`config.mk`:
```
export PLATFORM = sky130hd
export DESIGN_NAME = bgp_session_fsm
export DESIGN_NICKNAME = d
export VERILOG_FILES = /design/src/design/bgps_pkg.sv /design/src/design/bgps_in_stage.sv /design/src/design/bgps_step.sv /design/src/design/bgps_out_stage.sv /design/src/design/bgp_session_fsm.sv
export SDC_FILE = /design/constraint.sdc
export NUM_CORES = 1
export LEC_CHECK = 0
export ABC_AREA = 1
export BUFFER_PORTS_ARGS = -buffer_cell sky130_fd_sc_hd__buf_4
export CAP_MARGIN = 25
export CORE_UTILIZATION = 55
export CTS_CLUSTER_SIZE = 28
export DETAILED_ROUTE_END_ITERATION = 7
export PLACE_DENSITY = 0.74
export SLEW_MARGIN = 15
export SYNTH_ARGS = -nofsm -noshare
export SYNTH_HDL_FRONTEND = slang
export SYNTH_SLANG_ARGS = --single-unit
```
`constraint.sdc`:
```
create_clock -name clk -period 5.6 [get_ports clk]
set_input_delay 1.4 -clock clk [delete_from_list [all_inputs] [get_ports clk]]
set_output_delay 1.4 -clock clk [all_outputs]
set_load 0.05 [all_outputs]
```
`src/design/bgps_pkg.sv`:
```
package bgps_pkg;

	// Default counter widths
	localparam int unsigned MSG_COUNT_BITS_DEF   = 32;
	localparam int unsigned RETRY_COUNT_BITS_DEF = 16;

	// Hold time after reset, in seconds
	localparam logic [15:0] HOLD_TIME_RST = 16'd90;

	// Session phases
	localparam logic [2:0] PH_IDLE        = 3'd0;
	localparam logic [2:0] PH_CONNECT     = 3'd1;
	localparam logic [2:0] PH_ACTIVE      = 3'd2;
	localparam logic [2:0] PH_OPENSENT    = 3'd3;
	localparam logic [2:0] PH_OPENCONFIRM = 3'd4;
	localparam logic [2:0] PH_ESTABLISHED = 3'd5;

	// Session events
	localparam logic [3:0] EV_START     = 4'd0;
	localparam logic [3:0] EV_RETRY_EXP = 4'd1;
	localparam logic [3:0] EV_HOLD_EXP  = 4'd2;
	localparam logic [3:0] EV_KA_EXP    = 4'd3;
	localparam logic [3:0] EV_TCP_OK    = 4'd4;
	localparam logic [3:0] EV_TCP_FAIL  = 4'd5;
	localparam logic [3:0] EV_OPEN_MSG  = 4'd6;
	localparam logic [3:0] EV_KA_MSG    = 4'd7;
	localparam logic [3:0] EV_UPDATE    = 4'd8;

	// Retry timer commands
	localparam logic [1:0] RT_NONE    = 2'd0;
	localparam logic [1:0] RT_RESTART = 2'd1;
	localparam logic [1:0] RT_STOP    = 2'd2;

	// Messages to send
	localparam logic [1:0] MSG_NONE      = 2'd0;
	localparam logic [1:0] MSG_OPEN      = 2'd1;
	localparam logic [1:0] MSG_KEEPALIVE = 2'd2;

	// Commands of one result
	typedef struct packed {
		logic [2:0] phase;
		logic [1:0] retry_cmd;
		logic       hold;
		logic       ka;
		logic [1:0] msg;
		logic       drop;
		logic       listen;
		logic       open_conn;
	} act_t;

	// Counter updates of one event
	typedef struct packed {
		logic retry_clr;
		logic retry_inc;
		logic open_inc;
		logic ka_inc;
		logic upd_inc;
	} cnt_ctl_t;

endpackage

```
`src/design/bgps_in_stage.sv`:
```
module bgps_in_stage (
	input  logic       clk,
	input  logic       arst_n,
	input  logic       in_valid,
	output logic       in_stall,
	input  logic [3:0] mode,
	input  logic       retry_timer_running,
	input  logic       adv,
	output logic       valid_s1,
	output logic [3:0] ev_s1,
	output logic       running_s1
);

	logic load;

	// Hold the event while the next stage cannot take it
	assign in_stall = valid_s1 & ~adv;
	assign load     = ~valid_s1 | adv;

	always_ff @(posedge clk or negedge arst_n) begin
		if (!arst_n) begin
			valid_s1 <= 1'b0;
		end else if (load) begin
			valid_s1 <= in_valid;
		end
	end

	always_ff @(posedge clk) begin
		if (load && in_valid) begin
			ev_s1      <= mode;
			running_s1 <= retry_timer_running;
		end
	end

endmodule

```
`src/design/bgps_step.sv`:
```
module bgps_step (
	input  logic              [2:0] phase,
	input  logic              [3:0] ev,
	input  logic                    running,
	input  logic                    hold_nz,
	output bgps_pkg::act_t          act,
	output bgps_pkg::cnt_ctl_t      ctl
);

	logic down;
	logic down_stop;
	logic up;
	bgps_pkg::act_t base;

	always_comb begin
		base      = '0;
		base.phase = phase;
		ctl       = '0;
		down      = 1'b0;
		down_stop = 1'b1;
		up        = 1'b0;
		unique case (phase)
			bgps_pkg::PH_IDLE: begin
				if (ev == bgps_pkg::EV_START) begin
					ctl.retry_clr  = 1'b1;
					base.retry_cmd = bgps_pkg::RT_RESTART;
					base.listen    = 1'b1;
					base.open_conn = 1'b1;
					base.phase     = bgps_pkg::PH_CONNECT;
				end
			end
			bgps_pkg::PH_CONNECT: begin
				down_stop = running;
				unique case (ev)
					bgps_pkg::EV_RETRY_EXP: begin
						base.drop      = 1'b1;
						base.retry_cmd = bgps_pkg::RT_RESTART;
						base.open_conn = 1'b1;
					end
					bgps_pkg::EV_HOLD_EXP, bgps_pkg::EV_KA_EXP: begin
						down = 1'b1;
					end
					bgps_pkg::EV_TCP_OK: begin
						up = 1'b1;
					end
					bgps_pkg::EV_TCP_FAIL: begin
						base.phase = bgps_pkg::PH_ACTIVE;
					end
					bgps_pkg::EV_KA_MSG: begin
						ctl.ka_inc = 1'b1;
						down       = 1'b1;
					end
					bgps_pkg::EV_UPDATE: begin
						ctl.upd_inc = 1'b1;
						down        = 1'b1;
					end
					default: begin
					end
				endcase
			end
			bgps_pkg::PH_ACTIVE: begin
				unique case (ev)
					bgps_pkg::EV_RETRY_EXP: begin
						base.retry_cmd = bgps_pkg::RT_RESTART;
						base.open_conn = 1'b1;
						base.phase     = bgps_pkg::PH_CONNECT;
					end
					bgps_pkg::EV_HOLD_EXP, bgps_pkg::EV_KA_EXP: begin
						down = 1'b1;
					end
					bgps_pkg::EV_TCP_OK: begin
						up = 1'b1;
					end
					bgps_pkg::EV_TCP_FAIL: begin
						base.phase = bgps_pkg::PH_IDLE;
					end
					bgps_pkg::EV_OPEN_MSG: begin
						ctl.open_inc = 1'b1;
						down         = 1'b1;
					end
					bgps_pkg::EV_KA_MSG: begin
						ctl.ka_inc = 1'b1;
						down       = 1'b1;
					end
					bgps_pkg::EV_UPDATE: begin
						ctl.upd_inc = 1'b1;
						down        = 1'b1;
					end
					default: begin
					end
				endcase
			end
			bgps_pkg::PH_OPENSENT: begin
				unique case (ev)
					bgps_pkg::EV_RETRY_EXP, bgps_pkg::EV_HOLD_EXP,
					bgps_pkg::EV_KA_EXP: begin
						down = 1'b1;
					end
					bgps_pkg::EV_TCP_FAIL: begin
						base.drop      = 1'b1;
						base.retry_cmd = bgps_pkg::RT_RESTART;
						base.listen    = 1'b1;
						base.phase     = bgps_pkg::PH_ACTIVE;
					end
					bgps_pkg::EV_OPEN_MSG: begin
						ctl.open_inc   = 1'b1;
						base.retry_cmd = bgps_pkg::RT_STOP;
						base.msg       = bgps_pkg::MSG_KEEPALIVE;
						base.ka        = 1'b1;
						base.hold      = 1'b1;
						base.phase     = bgps_pkg::PH_OPENCONFIRM;
					end
					bgps_pkg::EV_KA_MSG: begin
						ctl.ka_inc = 1'b1;
						down       = 1'b1;
					end
					bgps_pkg::EV_UPDATE: begin
						ctl.upd_inc = 1'b1;
						down        = 1'b1;
					end
					default: begin
					end
				endcase
			end
			bgps_pkg::PH_OPENCONFIRM: begin
				unique case (ev)
					bgps_pkg::EV_RETRY_EXP, bgps_pkg::EV_HOLD_EXP: begin
						down = 1'b1;
					end
					bgps_pkg::EV_KA_EXP: begin
						base.msg = bgps_pkg::MSG_KEEPALIVE;
						base.ka  = 1'b1;
					end
					bgps_pkg::EV_TCP_FAIL: begin
						base.phase = bgps_pkg::PH_IDLE;
					end
					bgps_pkg::EV_OPEN_MSG: begin
						ctl.open_inc = 1'b1;
						down         = 1'b1;
					end
					bgps_pkg::EV_KA_MSG: begin
						ctl.ka_inc = 1'b1;
						base.hold  = 1'b1;
						base.phase = bgps_pkg::PH_ESTABLISHED;
					end
					bgps_pkg::EV_UPDATE: begin
						ctl.upd_inc = 1'b1;
						down        = 1'b1;
					end
					default: begin
					end
				endcase
			end
			default: begin
				// established
				unique case (ev)
					bgps_pkg::EV_RETRY_EXP, bgps_pkg::EV_HOLD_EXP: begin
						down = 1'b1;
					end
					bgps_pkg::EV_KA_EXP: begin
						base.msg = bgps_pkg::MSG_KEEPALIVE;
						base.ka  = hold_nz;
					end
					bgps_pkg::EV_OPEN_MSG: begin
						ctl.open_inc = 1'b1;
					end
					bgps_pkg::EV_KA_MSG: begin
						ctl.ka_inc = 1'b1;
						base.hold  = hold_nz;
					end
					bgps_pkg::EV_UPDATE: begin
						ctl.upd_inc = 1'b1;
						base.hold   = hold_nz;
					end
					default: begin
					end
				endcase
			end
		endcase
		// Every teardown counts a retry
		ctl.retry_inc = down;
	end

	// Fold in teardown and connection-up actions
	always_comb begin
		act = base;
		if (down) begin
			act.drop  = 1'b1;
			act.phase = bgps_pkg::PH_IDLE;
			if (down_stop) begin
				act.retry_cmd = bgps_pkg::RT_STOP;
			end
		end
		if (up) begin
			act.retry_cmd = bgps_pkg::RT_STOP;
			act.msg       = bgps_pkg::MSG_OPEN;
			act.hold      = 1'b1;
			act.phase     = bgps_pkg::PH_OPENSENT;
		end
	end

endmodule

```
`src/design/bgps_out_stage.sv`:
```
module bgps_out_stage #(
	parameter int unsigned MSG_COUNT_BITS   = bgps_pkg::MSG_COUNT_BITS_DEF,
	parameter int unsigned RETRY_COUNT_BITS = bgps_pkg::RETRY_COUNT_BITS_DEF
) (
	input  logic                        clk,
	input  logic                        arst_n,
	input  logic                        valid_s1,
	input  bgps_pkg::act_t              act,
	input  logic [RETRY_COUNT_BITS-1:0] retry_nx,
	input  logic [MSG_COUNT_BITS-1:0]   open_nx,
	input  logic [MSG_COUNT_BITS-1:0]   ka_nx,
	input  logic [MSG_COUNT_BITS-1:0]   upd_nx,
	input  logic                        out_stall,
	output logic                        adv,
	output logic                        out_valid,
	output bgps_pkg::act_t              act_s2,
	output logic [RETRY_COUNT_BITS-1:0] retry_s2,
	output logic [MSG_COUNT_BITS-1:0]   open_s2,
	output logic [MSG_COUNT_BITS-1:0]   ka_s2,
	output logic [MSG_COUNT_BITS-1:0]   upd_s2
);

	// Advance when the result register is empty or being drained
	assign adv = ~out_valid | ~out_stall;

	always_ff @(posedge clk or negedge arst_n) begin
		if (!arst_n) begin
			out_valid <= 1'b0;
		end else if (adv) begin
			out_valid <= valid_s1;
		end
	end

	always_ff @(posedge clk) begin
		if (adv && valid_s1) begin
			act_s2   <= act;
			retry_s2 <= retry_nx;
			open_s2  <= open_nx;
			ka_s2    <= ka_nx;
			upd_s2   <= upd_nx;
		end
	end

endmodule

```
`src/design/bgp_session_fsm.sv`:
```
// Pipeline: two register stages (event register, then result register) lie between an accepted
// transaction and its result at out_valid.
// Throughput: one event per clock cycle unless out_stall holds a result; the session state
// updates in the same cycle as the result register loads, so the next event sees it at once.
// Reset: arst_n clears phase to Idle, all counters to zero, hold_time to 90, both stages empty.
module bgp_session_fsm #(
	parameter int unsigned MSG_COUNT_BITS   = bgps_pkg::MSG_COUNT_BITS_DEF,
	parameter int unsigned RETRY_COUNT_BITS = bgps_pkg::RETRY_COUNT_BITS_DEF
) (
	input  logic                        clk,
	input  logic                        arst_n,
	// configuration write channel
	input  logic                        cfg_valid,
	output logic                        cfg_ready,
	input  logic [15:0]                 hold_time,
	// event channel
	input  logic                        in_valid,
	output logic                        in_stall,
	input  logic [3:0]                  mode,
	input  logic                        retry_timer_running,
	// result channel
	output logic                        out_valid,
	input  logic                        out_stall,
	output logic [2:0]                  session_state,
	output logic [1:0]                  retry_timer_cmd,
	output logic                        restart_hold_timer,
	output logic                        restart_keepalive_timer,
	output logic [1:0]                  send_message,
	output logic                        drop_connection,
	output logic                        listen_for_peer,
	output logic                        open_connection,
	output logic [RETRY_COUNT_BITS-1:0] retry_count,
	output logic [MSG_COUNT_BITS-1:0]   opens_received,
	output logic [MSG_COUNT_BITS-1:0]   keepalives_received,
	output logic [MSG_COUNT_BITS-1:0]   updates_received
);

	// Session state
	logic [2:0]                  phase_q;
	logic [RETRY_COUNT_BITS-1:0] retry_q;
	logic [MSG_COUNT_BITS-1:0]   open_cnt_q;
	logic [MSG_COUNT_BITS-1:0]   ka_cnt_q;
	logic [MSG_COUNT_BITS-1:0]   upd_cnt_q;
	logic [15:0]                 hold_time_q;

	// Pipeline
	logic                        valid_s1;
	logic [3:0]                  ev_s1;
	logic                        running_s1;
	logic                        adv;
	logic                        fire;
	bgps_pkg::act_t              act;
	bgps_pkg::cnt_ctl_t          ctl;
	bgps_pkg::act_t              act_s2;

	// Counter values after the event
	logic [RETRY_COUNT_BITS-1:0] retry_nx;
	logic [MSG_COUNT_BITS-1:0]   open_nx;
	logic [MSG_COUNT_BITS-1:0]   ka_nx;
	logic [MSG_COUNT_BITS-1:0]   upd_nx;

	// Configuration: the user must let writes arrive only while idle; the block takes all
	assign cfg_ready = 1'b1;

	always_ff @(posedge clk or negedge arst_n) begin
		if (!arst_n) begin
			hold_time_q <= bgps_pkg::HOLD_TIME_RST;
		end else if (cfg_valid && cfg_ready) begin
			hold_time_q <= hold_time;
		end
	end

	// Event register: hold the event until the result register can take its result
	bgps_in_stage u_in (
		.clk                 (clk),
		.arst_n              (arst_n),
		.in_valid            (in_valid),
		.in_stall            (in_stall),
		.mode                (mode),
		.retry_timer_running (retry_timer_running),
		.adv                 (adv),
		.valid_s1            (valid_s1),
		.ev_s1               (ev_s1),
		.running_s1          (running_s1)
	);

	// Decode the event against the current phase
	bgps_step u_step (
		.phase   (phase_q),
		.ev      (ev_s1),
		.running (running_s1),
		.hold_nz (|hold_time_q),
		.act     (act),
		.ctl     (ctl)
	);

	// Retry counter: clear on manual start, otherwise saturate at all ones
	always_comb begin
		retry_nx = retry_q;
		if (ctl.retry_clr) begin
			retry_nx = '0;
		end else if (ctl.retry_inc && (retry_q != {RETRY_COUNT_BITS{1'b1}})) begin
			retry_nx = retry_q + RETRY_COUNT_BITS'(1);
		end
	end

	// Message counters wrap at their width
	assign open_nx = ctl.open_inc ? open_cnt_q + MSG_COUNT_BITS'(1) : open_cnt_q;
	assign ka_nx   = ctl.ka_inc   ? ka_cnt_q   + MSG_COUNT_BITS'(1) : ka_cnt_q;
	assign upd_nx  = ctl.upd_inc  ? upd_cnt_q  + MSG_COUNT_BITS'(1) : upd_cnt_q;

	// An event completes when it leaves the event register into the result register
	assign fire = valid_s1 & adv;

	always_ff @(posedge clk or negedge arst_n) begin
		if (!arst_n) begin
			phase_q    <= bgps_pkg::PH_IDLE;
			retry_q    <= '0;
			open_cnt_q <= '0;
			ka_cnt_q   <= '0;
			upd_cnt_q  <= '0;
		end else if (fire) begin
			phase_q    <= act.phase;
			retry_q    <= retry_nx;
			open_cnt_q <= open_nx;
			ka_cnt_q   <= ka_nx;
			upd_cnt_q  <= upd_nx;
		end
	end

	// Result register: parts the decode from a stalled consumer
	bgps_out_stage #(
		.MSG_COUNT_BITS   (MSG_COUNT_BITS),
		.RETRY_COUNT_BITS (RETRY_COUNT_BITS)
	) u_out (
		.clk       (clk),
		.arst_n    (arst_n),
		.valid_s1  (valid_s1),
		.act       (act),
		.retry_nx  (retry_nx),
		.open_nx   (open_nx),
		.ka_nx     (ka_nx),
		.upd_nx    (upd_nx),
		.out_stall (out_stall),
		.adv       (adv),
		.out_valid (out_valid),
		.act_s2    (act_s2),
		.retry_s2  (retry_count),
		.open_s2   (opens_received),
		.ka_s2     (keepalives_received),
		.upd_s2    (updates_received)
	);

	assign session_state           = act_s2.phase;
	assign retry_timer_cmd         = act_s2.retry_cmd;
	assign restart_hold_timer      = act_s2.hold;
	assign restart_keepalive_timer = act_s2.ka;
	assign send_message            = act_s2.msg;
	assign drop_connection         = act_s2.drop;
	assign listen_for_peer         = act_s2.listen;
	assign open_connection         = act_s2.open_conn;

	// A teardown always lands in Idle
	a_teardown_idle: assert property (@(posedge clk) disable iff (!arst_n)
		fire && ctl.retry_inc |=> phase_q == bgps_pkg::PH_IDLE)
		else $error("teardown did not return to Idle");

	// Manual start clears the retry counter
	a_start_clears: assert property (@(posedge clk) disable iff (!arst_n)
		fire && ctl.retry_clr |=> retry_q == '0)
		else $error("retry counter not cleared on start");

	// A saturated retry counter stays saturated until a start
	a_retry_sat: assert property (@(posedge clk) disable iff (!arst_n)
		fire && !ctl.retry_clr && (retry_q == {RETRY_COUNT_BITS{1'b1}})
		|=> retry_q == {RETRY_COUNT_BITS{1'b1}})
		else $error("retry counter left saturation");

	// Sending OPEN goes with entry to OpenSent in the delivered result
	a_open_sent: assert property (@(posedge clk) disable iff (!arst_n)
		fire && act.msg == bgps_pkg::MSG_OPEN
		|=> out_valid && session_state == bgps_pkg::PH_OPENSENT)
		else $error("OPEN sent without entering OpenSent");

endmodule
```
* Yosys cells after proc, flatten, opt, wreduce, memory -nomap -nowiden
Index checks and enable logic that the tools add are counted.
** Storage, ports and cells
- Register bits :: 262
- Logic and storage cells :: 105
** Cells by class
- $add $sub $neg :: 4
- Eq/ne operators :: 13
- Muxes and demuxes :: 43
- Bitwise gates (word level) :: 8
- Reduce and logical (&&, ||, !) cells :: 15
** Operators with widths (count)
- 32-bit by 1-bit adder with 32-bit output, second input constant :: 3
- 32-bit 2-to-1 mux :: 3
- 16-bit 2-to-1 mux :: 2
- 1-bit 2-to-1 mux :: 17
- 16-bit by 1-bit adder with 16-bit output, second input constant :: 1
- 4-bit by 3-bit equality test with 1-bit output, second input constant :: 4
- 16-bit != test, second input constant :: 1
- 16-bit OR reduction :: 1
- 3-bit case mux with 5 select lines :: 1
- 3-bit case mux with 2 select lines :: 2
- 4-bit case mux with 3 select lines :: 1
- 5-bit 2-to-1 mux :: 2
- 5-bit case mux with 2 select lines :: 1
- 5-bit OR reduction :: 2
- 3-bit 2-to-1 mux :: 3
- 4-bit by 2-bit equality test with 1-bit output, second input constant :: 2
- 2-bit 2-to-1 mux :: 4
- 2-bit OR reduction :: 4
- 4-bit OR reduction :: 2
- 3-bit by 2-bit equality test with 1-bit output, second input constant :: 2
- 6-bit 2-to-1 mux :: 1
- 1-bit case mux with 2 select lines :: 3
- 2-bit case mux with 3 select lines :: 1
- 1-bit case mux with 5 select lines :: 1
- 12 further kinds :: 19

* Longest topological paths before layout
Gate-level depths: netlist of run 1.
- Depth after elaboration :: 7
- Depth in mapped cells :: 14

* Hierarchy
Synthesis of run 1 repeated with hierarchy kept, for this count alone.
** Unflattened totals
- Cells, all modules :: 1501
- Area, all modules :: 13102.6 µm²
** By module, submodules not included
- bgp_session_fsm :: times used 1, cells an instance 1258, area an instance 8634.5 µm², sequential area each 3283.1 µm²
- bgps_out_stage :: times used 1, cells an instance 129, area an instance 3764.9 µm², sequential area each 3748.6 µm²
- bgps_step :: times used 1, cells an instance 102, area an instance 495.5 µm², sequential area each 0.0 µm²
- bgps_in_stage :: times used 1, cells an instance 12, area an instance 207.7 µm², sequential area each 175.2 µm²

* Worst setup path after synthesis of run 1
No wires, ideal clock.
- Path type :: input to register
- Start point :: input out_stall
- End point :: register, netlist name u_out.act_s2[0]
- Data arrival time :: 5493 ps
- Data required time :: 5063 ps
- Setup slack :: -430 ps
- Stages :: 5
- Path buffers :: 2
- Cells stage by stage :: nand2_1 > nand2_1 > inv_1 > clkbuf_1 > clkbuf_1
** Between the ends
- Word-level cells in the longest chain between the ends :: 3
** Ends and longest elaborated chain
- start: declaration :: line bgp_session_fsm.sv:23 : input logic out_stall,
- 1-bit NOT :: line bgps_out_stage.sv:24 : assign adv = ~out_valid | ~out_stall;
- 1-bit bitwise OR :: line bgps_out_stage.sv:24
- 1-bit logical AND :: line bgps_out_stage.sv:35 : if (adv && valid_s1) begin
Every way passes these cells.
A chain may end at the register's enable or synchronous reset.

* Final worst setup path of run 1
- Start point :: input out_stall
- End point :: output in_stall
** Between the ends
- Word-level cells in the longest chain between the ends :: 4
** Ends and longest elaborated chain
- 1-bit NOT :: line bgps_out_stage.sv:24
- 1-bit bitwise OR :: line bgps_out_stage.sv:24
- 1-bit NOT :: line bgps_in_stage.sv:17 : assign in_stall = valid_s1 & ~adv;
- 1-bit bitwise AND :: line bgps_in_stage.sv:17
- end: declaration :: line bgp_session_fsm.sv:18 : output logic in_stall,
Every way passes these cells.

==> flow_summary_export.csv, run 1 <==
group,metric,value,unit
outcome,outcome,"finished, final reports clean",
timing,finalCritPeriodShare,0.591,
finish,fin_nets,1666,
worst_setup_path,crit_family,"buffers and inverters",
cts,clockBufferDepth,3,
yosys,syn_inst,1489,
cts,cts_setup_buffers,0,
timing,fin_setup_tns,0,ps
finish,final_cell_mix,"nand2_1, buf_4, dfrtp_1, edfxtp_1, nor2_1",
global_route,grt_pass1_vias,9779,
worst_setup_path,cp.arrival,1910,ps
placed_design,gp_congestion,0.909,
cts,cts_resized,0,
route,viasPerCell,5.20,
yosys,synth-main-ff-cell,"edfxtp_1",
yosys,synth_area,13100,sq um
cts,clockRootBuffer,"clkbuf_16",
worst_setup_path,startpoint_type,"input port",
floorplanning,std_cell_rows,56,
floorplanning,die_w,156,um
route,drc,0,
floorplanning,design.core.area,23400,sq um
floorplanning,initial_core_util,0.559,
cts,clk_latency,530,ps
cts,clock_sinks,262,
yosys,yosysSeqAreaShare,0.551,
worst_setup_path,cp_slowest_stage_delay,220,ps
yosys,synthArstFlopShare,0.508,
cts,clk_pin_slew,60,ps
timing,finalClockSkew,10.5,ps
finish,drive_above_1_share,0.159,
worst_setup_path,cp_slowest_cell,"buf_4",
global_route,gr-usage-all-layers,0.241,
cts,cts_tree,"yes",
finish,final_common_cell,"nand2_1",
cts,htree_levels,1,
global_route,overflow,0,
route,dr.pass1.iters,6,
worst_setup_path,crit_path_max_fanout,3,
route,wire_per_inst,14.6,um
timing,hold_viol,0,
yosys,yosys_warnings,0,
finish,insertedDiodeCount,0,
worst_setup_path,end_kind,"output pin",
placed_design,dpl.hpwl,20.1,mm
worst_setup_path,path_class,"input port to output pin",
timing,min_period,3310,ps
global_route,grt_max_degree,150,
timing,tightestPinTransition,907,ps
global_route,antenna_found_initial,0,
timing,final-max-slew-violation-count,0,
floorplanning,io_pins,153,
global_route,grt_pass1_wl,47.7,mm
yosys,synth_edf_count,129,
yosys,syn_avg_cell_area,8.78,sq um
route,drt-total-wl,28.9,mm
worst_setup_path,worstPathRequired,4200,ps
worst_setup_path,path_buf_inv,2,
hold_path,hold_path.class,"flip-flop to flip-flop",
timing,setup-violations-final,0,
power,power.leakage,0.00675,uW
timing,rsz0062_at_grt,"false",
yosys,yosys_register_bits,262,
worst_setup_path,worst_path_most_repeated_cell,"buf_4",
power,power_density,392,nW/um^2
worst_setup_path,critical_path.cell_chain,"buf_4, nand2_1, nor2_1, buf_4",
finish,syn_to_final_growth,17.1,%
yosys,yosysUniqueCellTypes,47,
power,power.total,6000,uW
cts,ctsHoldBuffers,0,
route,postRouteAntennaNets,0,
floorplanning,dieArea,24400,sq um
route,vias,10279,
floorplanning,die_height,156,um
timing,fmax,302,MHz
power,max-vdd-ir-drop,0.000327,V
cts,cts_made_buffers,27,
yosys,synth.net_count,1519,
timing,relSlewSlack,0.395,
route,drtIter0Drc,687,
placed_design,io_buffer_count,151,
run,cap_violations,0,
==> final cells by class <==
type | instances | area (sq um)
tap | 319 | 399
inverter | 129 | 494
timing repair buffer | 159 | 1220
sequential | 262 | 7210
clock buffer | 34 | 712
fill | 1983 | 8090
multi-input combinational | 1057 | 5210
clock inverter | 15 | 72.6
==> per-stage QoR <==
step,area (sq um),std cells,util,hold slack (ps),setup WS [ps]
global route,15300,1975,0.654,523,2200
finish,15300,1975,0.654,508,2290
floorplan,13100,1489,-,448,1520
global placement,14500,1924,0.619,480,2300
CTS,15300,1973,0.653,510,2280
detailed placement,14500,1924,0.619,498,2270
==> cell usage after synthesis, drive strengths merged (2+ instances only) <==
library cell    n  area share
a31oi           5      0.0024
dfrtp         129        0.25
nand3          66       0.027
o21ai          79       0.030
a21boi          2      0.0011
xnor2          22       0.016
nor3           41       0.021
dfstp           4      0.0080
nor4            4      0.0019
buf            16      0.0064
or2             2     0.00096
clkbuf         25      0.0073
nand2         541        0.16
nand4          41       0.020
nor2          131       0.041
nand3b          9      0.0055
a21oi          20      0.0077
mux2           16       0.014
inv           128       0.037
edfxtp        129        0.30
xor2           65       0.044
and2            2     0.00096
and3            3      0.0014
ha              4      0.0038
==> power breakdown <==
| group | internal, uW | switching, uW |
|---|---|---|
| Combinational | 446 | 1200 |
| Sequential | 2460 | 273 |
| Clock | 894 | 728 |
| Total | 3800 | 2200 |
==> logic make-up after synthesis <==
logic type,count (synthesis),share of synthesized area
compound gates,109,0.0433
xor+xnor,87,0.0594
fa+ha+maj,4,0.00383
buf+inv,170,0.0509
flops,262,0.551
mux,16,0.0138
other cells,1,0.000287
simple gates,840,0.278
==> worst paths after layout <==
check | start | end | slack (ps) | depth (start not counted)
min in group asynchronous | arst_n | ka_cnt_q[13] | 780 | 1
max | out_stall | in_stall | 2290 | 4
min reg2reg | hold_time_q[0] | hold_time_q[0] | 510 | 1
max in group asynchronous | arst_n | hold_time_q[3] | 3640 | 3
max reg2reg | retry_q[0] | u_out.retry_s2[12] | 3280 | 7
min | hold_time_q[0] | hold_time_q[0] | 510 | 1
==> per-layer routing <==
layer / wire length (um) / GRT usage / part of all wire
met4: 548 / 0.0588 / 0.019
met5: 0 / 0 / 0
met1: 13200 / 0.335 / 0.46
met2: 13400 / 0.394 / 0.46
met3: 1770 / 0.0429 / 0.061
==> registers in the layout, indices dropped and copies added, names as in the netlist <==
register / cells
upd_cnt_q: 32
u_out.open_s2: 32
ka_cnt_q: 32
retry_q: 16
phase_q: 3
u_out.upd_s2: 32
u_in.ev_s1: 4
u_in.valid_s1: 1
open_cnt_q: 32
u_out.ka_s2: 32
u_in.running_s1: 1
u_out.act_s2: 12
u_out.retry_s2: 16
hold_time_q: 16
u_out.out_valid: 1
==> worst reg2reg max path: stages, from the launching register on <==
cell,delay (ps)
dfrtp_1,460
ha_1,260
nand3_1,140
inv_1,130
nand4_2,420
nand3_4,390
nand2_1,110
a21oi_1,230
Power figures use the tool's default switching activity.
==> run 2: changes to the inputs <==
- ABC_AREA: 1 -> 0
- clock period: 5.6 -> 3.1 ns (I/O delays scaled with it)
==> run 2 against run 1 <==
The run now ends with design-rule violations left. Sequential power increased by 66%. Clock-buffer cell count increased by 6. Register-to-register slack worse by 3000 ps. Sequential share of layout area increased by 1.4 points. Critical path type is now flip-flop to flip-flop. Largest cell class unchanged.
==> flow_summary_export.csv, run 2 <==
group,metric,value,unit
global_route,overflow,0,
global_route,met1_usage,0.318,
global_route,grt-busiest-layer,"met2",
route,drt-total-wl,26.1,mm
power,power.leakage,0.00632,uW
timing,relSlewSlack,0.415,
power,p_int,7310,uW
floorplanning,initial_core_util,0.564,
finish,fin_area,14900,sq um
cts,clockRootBuffer,"clkbuf_16",
route,drtIter0Drc,526,
finish,fin_nets,1262,
power,comb_power_share,0.289,
global_route,gr-usage-all-layers,0.228,
yosys,yosysUniqueCellTypes,68,
global_route,grt_max_degree,64,
yosys,synthArstFlopShare,0.508,
yosys,yosysTopAreaCellShare,0.313,
worst_setup_path,startpoint_type,"flip-flop",
power,swShare,0.348,
hold_path,hold_path.class,"input port to async pin",
cts,cts_resized,0,
route,drc,26,
yosys,yosysSeqAreaShare,0.582,
outcome,outcome,"finished, violations left",
timing,hold_viol,0,
power,max-vdd-ir-drop,0.000749,V
yosys,syn_avg_cell_area,11.5,sq um
yosys,synth_area,12400,sq um
timing,tightestPinTransition,869,ps
floorplanning,dieArea,23100,sq um
route,wire_per_inst,17.0,um
floorplanning,io_pins,153,
yosys,yosys_warnings,0,
timing,min_period,2800,ps
finish,fin_util,0.677,
global_route,gr-usage-met2,0.380,
outcome,violations,"design-rule violations",
cts,clk_latency,540,ps
cts,cts_tree,"yes",
yosys,synth_edf_count,129,
power,power_density,755,nW/um^2
timing,rsz0062_at_grt,"false",
worst_setup_path,crit_path_max_fanout,21,
worst_setup_path,worstPathRequired,3370,ps
placed_design,gp_congestion,0.846,
finish,syn_to_final_growth,20.0,%
global_route,antenna_found_initial,0,
cts,cts_setup_buffers,0,
timing,final.setup.worst_slack,296,ps
yosys,synth-simple-area-share,0.191,
timing,final-max-slew-violation-count,0,
power,switching_power,3900,uW
global_route,grt_pass1_vias,8496,
finish,insertedDiodeCount,0,
timing,finalClockSkew,9.10,ps
timing,finalCritPeriodShare,0.904,
cts,clock_sinks,262,
floorplanning,design.core.area,22000,sq um
worst_setup_path,cp.arrival,3080,ps
finish,final_common_cell,"buf_4",
cts,clockBufferDepth,3,
global_route,use_met3,0.0331,
finish,final_cell_mix,"buf_4, dfrtp_1, edfxtp_1, nand2_1, xnor2_1",
worst_setup_path,end_kind,"flip-flop",
yosys,synth.net_count,1108,
placed_design,dpl.hpwl,17.5,mm
placed_design,dp_slack,351,ps
placed_design,io_buffer_count,151,
cts,htree_levels,1,
finish,drive_above_1_share,0.215,
route,viasPerCell,5.66,
power,p_clk_frac,0.308,
run,cap_violations,0,
yosys,synthTopCellsByArea,"edfxtp_1, dfrtp_1, xnor2_1",
yosys,syn_inst,1078,
timing,fmax,357,MHz
cts,cts_made_buffers,28,
yosys,synth-compound-area-share,0.0477,
route,dr.pass1.iters,7,
yosys,synth.area.mux_share,0.0181,
cts,clk_pin_slew,60,ps
floorplanning,die_w,152,um
route,postRouteAntennaNets,0,
worst_setup_path,path_class,"flip-flop to flip-flop",
power,sequentialPowerShare,0.403,
yosys,synth_xor_area_frac,0.133,
route,vias,8680,
yosys,synth_top_family_by_area,"simple AND/OR/NAND/NOR gates",
floorplanning,die_height,152,um
yosys,yosys_register_bits,262,
cts,ctsHoldBuffers,0,
yosys,synth_common_cells,"dfrtp_1, edfxtp_1, nand2_1",
yosys,yosysTopAreaCell,"edfxtp_1",
timing,hold_slack,200,ps
placed_design,dpl-instance-area,13900,sq um
floorplanning,std_cell_rows,54,
global_route,grt_pass1_wl,42.9,mm
yosys,synth-main-ff-cell,"edfxtp_1",
timing,fin_setup_tns,0,ps
timing,setup-violations-final,0,
yosys,synth-adder-area-share,0.00404,
## run 2: cell count changes after synthesis, sizes merged, moves of 14 or more
cell / before / now
or3: 0 / 14
nand2: 541 / 115
o21ai: 79 / 25
and3: 3 / 27
nor2: 131 / 77
xor2: 65 / 86
xnor2: 22 / 102
inv: 128 / 17
nor4: 4 / 20
## run 2: final timing paths
check,from,endpoint,slack (ps),depth (start not counted)
max in group asynchronous,arst_n,ka_cnt_q[25],2210,2
min in group clk,retry_timer_running,u_in.running_s1,420,1
setup / recovery,u_in.ev_s1[0],u_out.retry_s2[7],300,6
setup reg to reg,u_in.ev_s1[0],u_out.retry_s2[7],300,6
hold / removal,arst_n,u_in.valid_s1,200,1
hold reg to reg,ka_cnt_q[24],ka_cnt_q[24],470,1
## run 2: stage by stage
| stage | power, uW | cells |
|---|---|---|
| final | 11200 | 1534 |
| after global routing | 11800 | 1534 |
| after CTS | 11300 | 1534 |
| after detailed placement | 7780 | 1482 |
| after global placement | 7670 | 1481 |
| after floorplan | 6860 | 1078 |
## run 2: cell families (layout without fill, tap and decap cells)
kind of cell	count (synthesis)	after routing
DFF	262	262
buffers and inverters	68	244
AOI/OAI and AO/OA	86	86
adders and majority gates	4	4
xor gates and xnor gates	188	188
other	1	1
and+or+nand+nor	449	449
muxes	20	20
## run 2: critical path, stage by stage (launching register included)
cell	delay, ps
edfxtp_1	660
or2_1	370
o32ai_1	510
o32ai_4	290
buf_8	240
o311ai_1	380
nand2_1	90
## run 2: per-layer routing
layer | up-vias | part of all wire
met4 | 0 | 0.017
li1 | 4150 | -
met2 | 251 | 0.48
met5 | - | 0
met1 | 4240 | 0.45
met3 | 39 | 0.052
## run 2: power by group through the flow
stage                     sequential (uW)  combinational (uW)  clock (uW)
after floorplan                      5140                1720           0
after global placement               4560                3110           0
after detailed placement             4570                3210           0
after CTS                            4510                3230        3520
after global routing                 4580                3530        3650
final                                4520                3240        3450
## run 2: cell type report
cell class                      instances  area (sq um)
Sequential cell                       262          7210
Fill cell                            1702          7100
Multi-Input combinational cell        748          4900
Timing Repair Buffer                  175          1360
Clock buffer                           40           827
Tap cell                              280           350
Clock inverter                         12           148
Inverter                               17          68.8
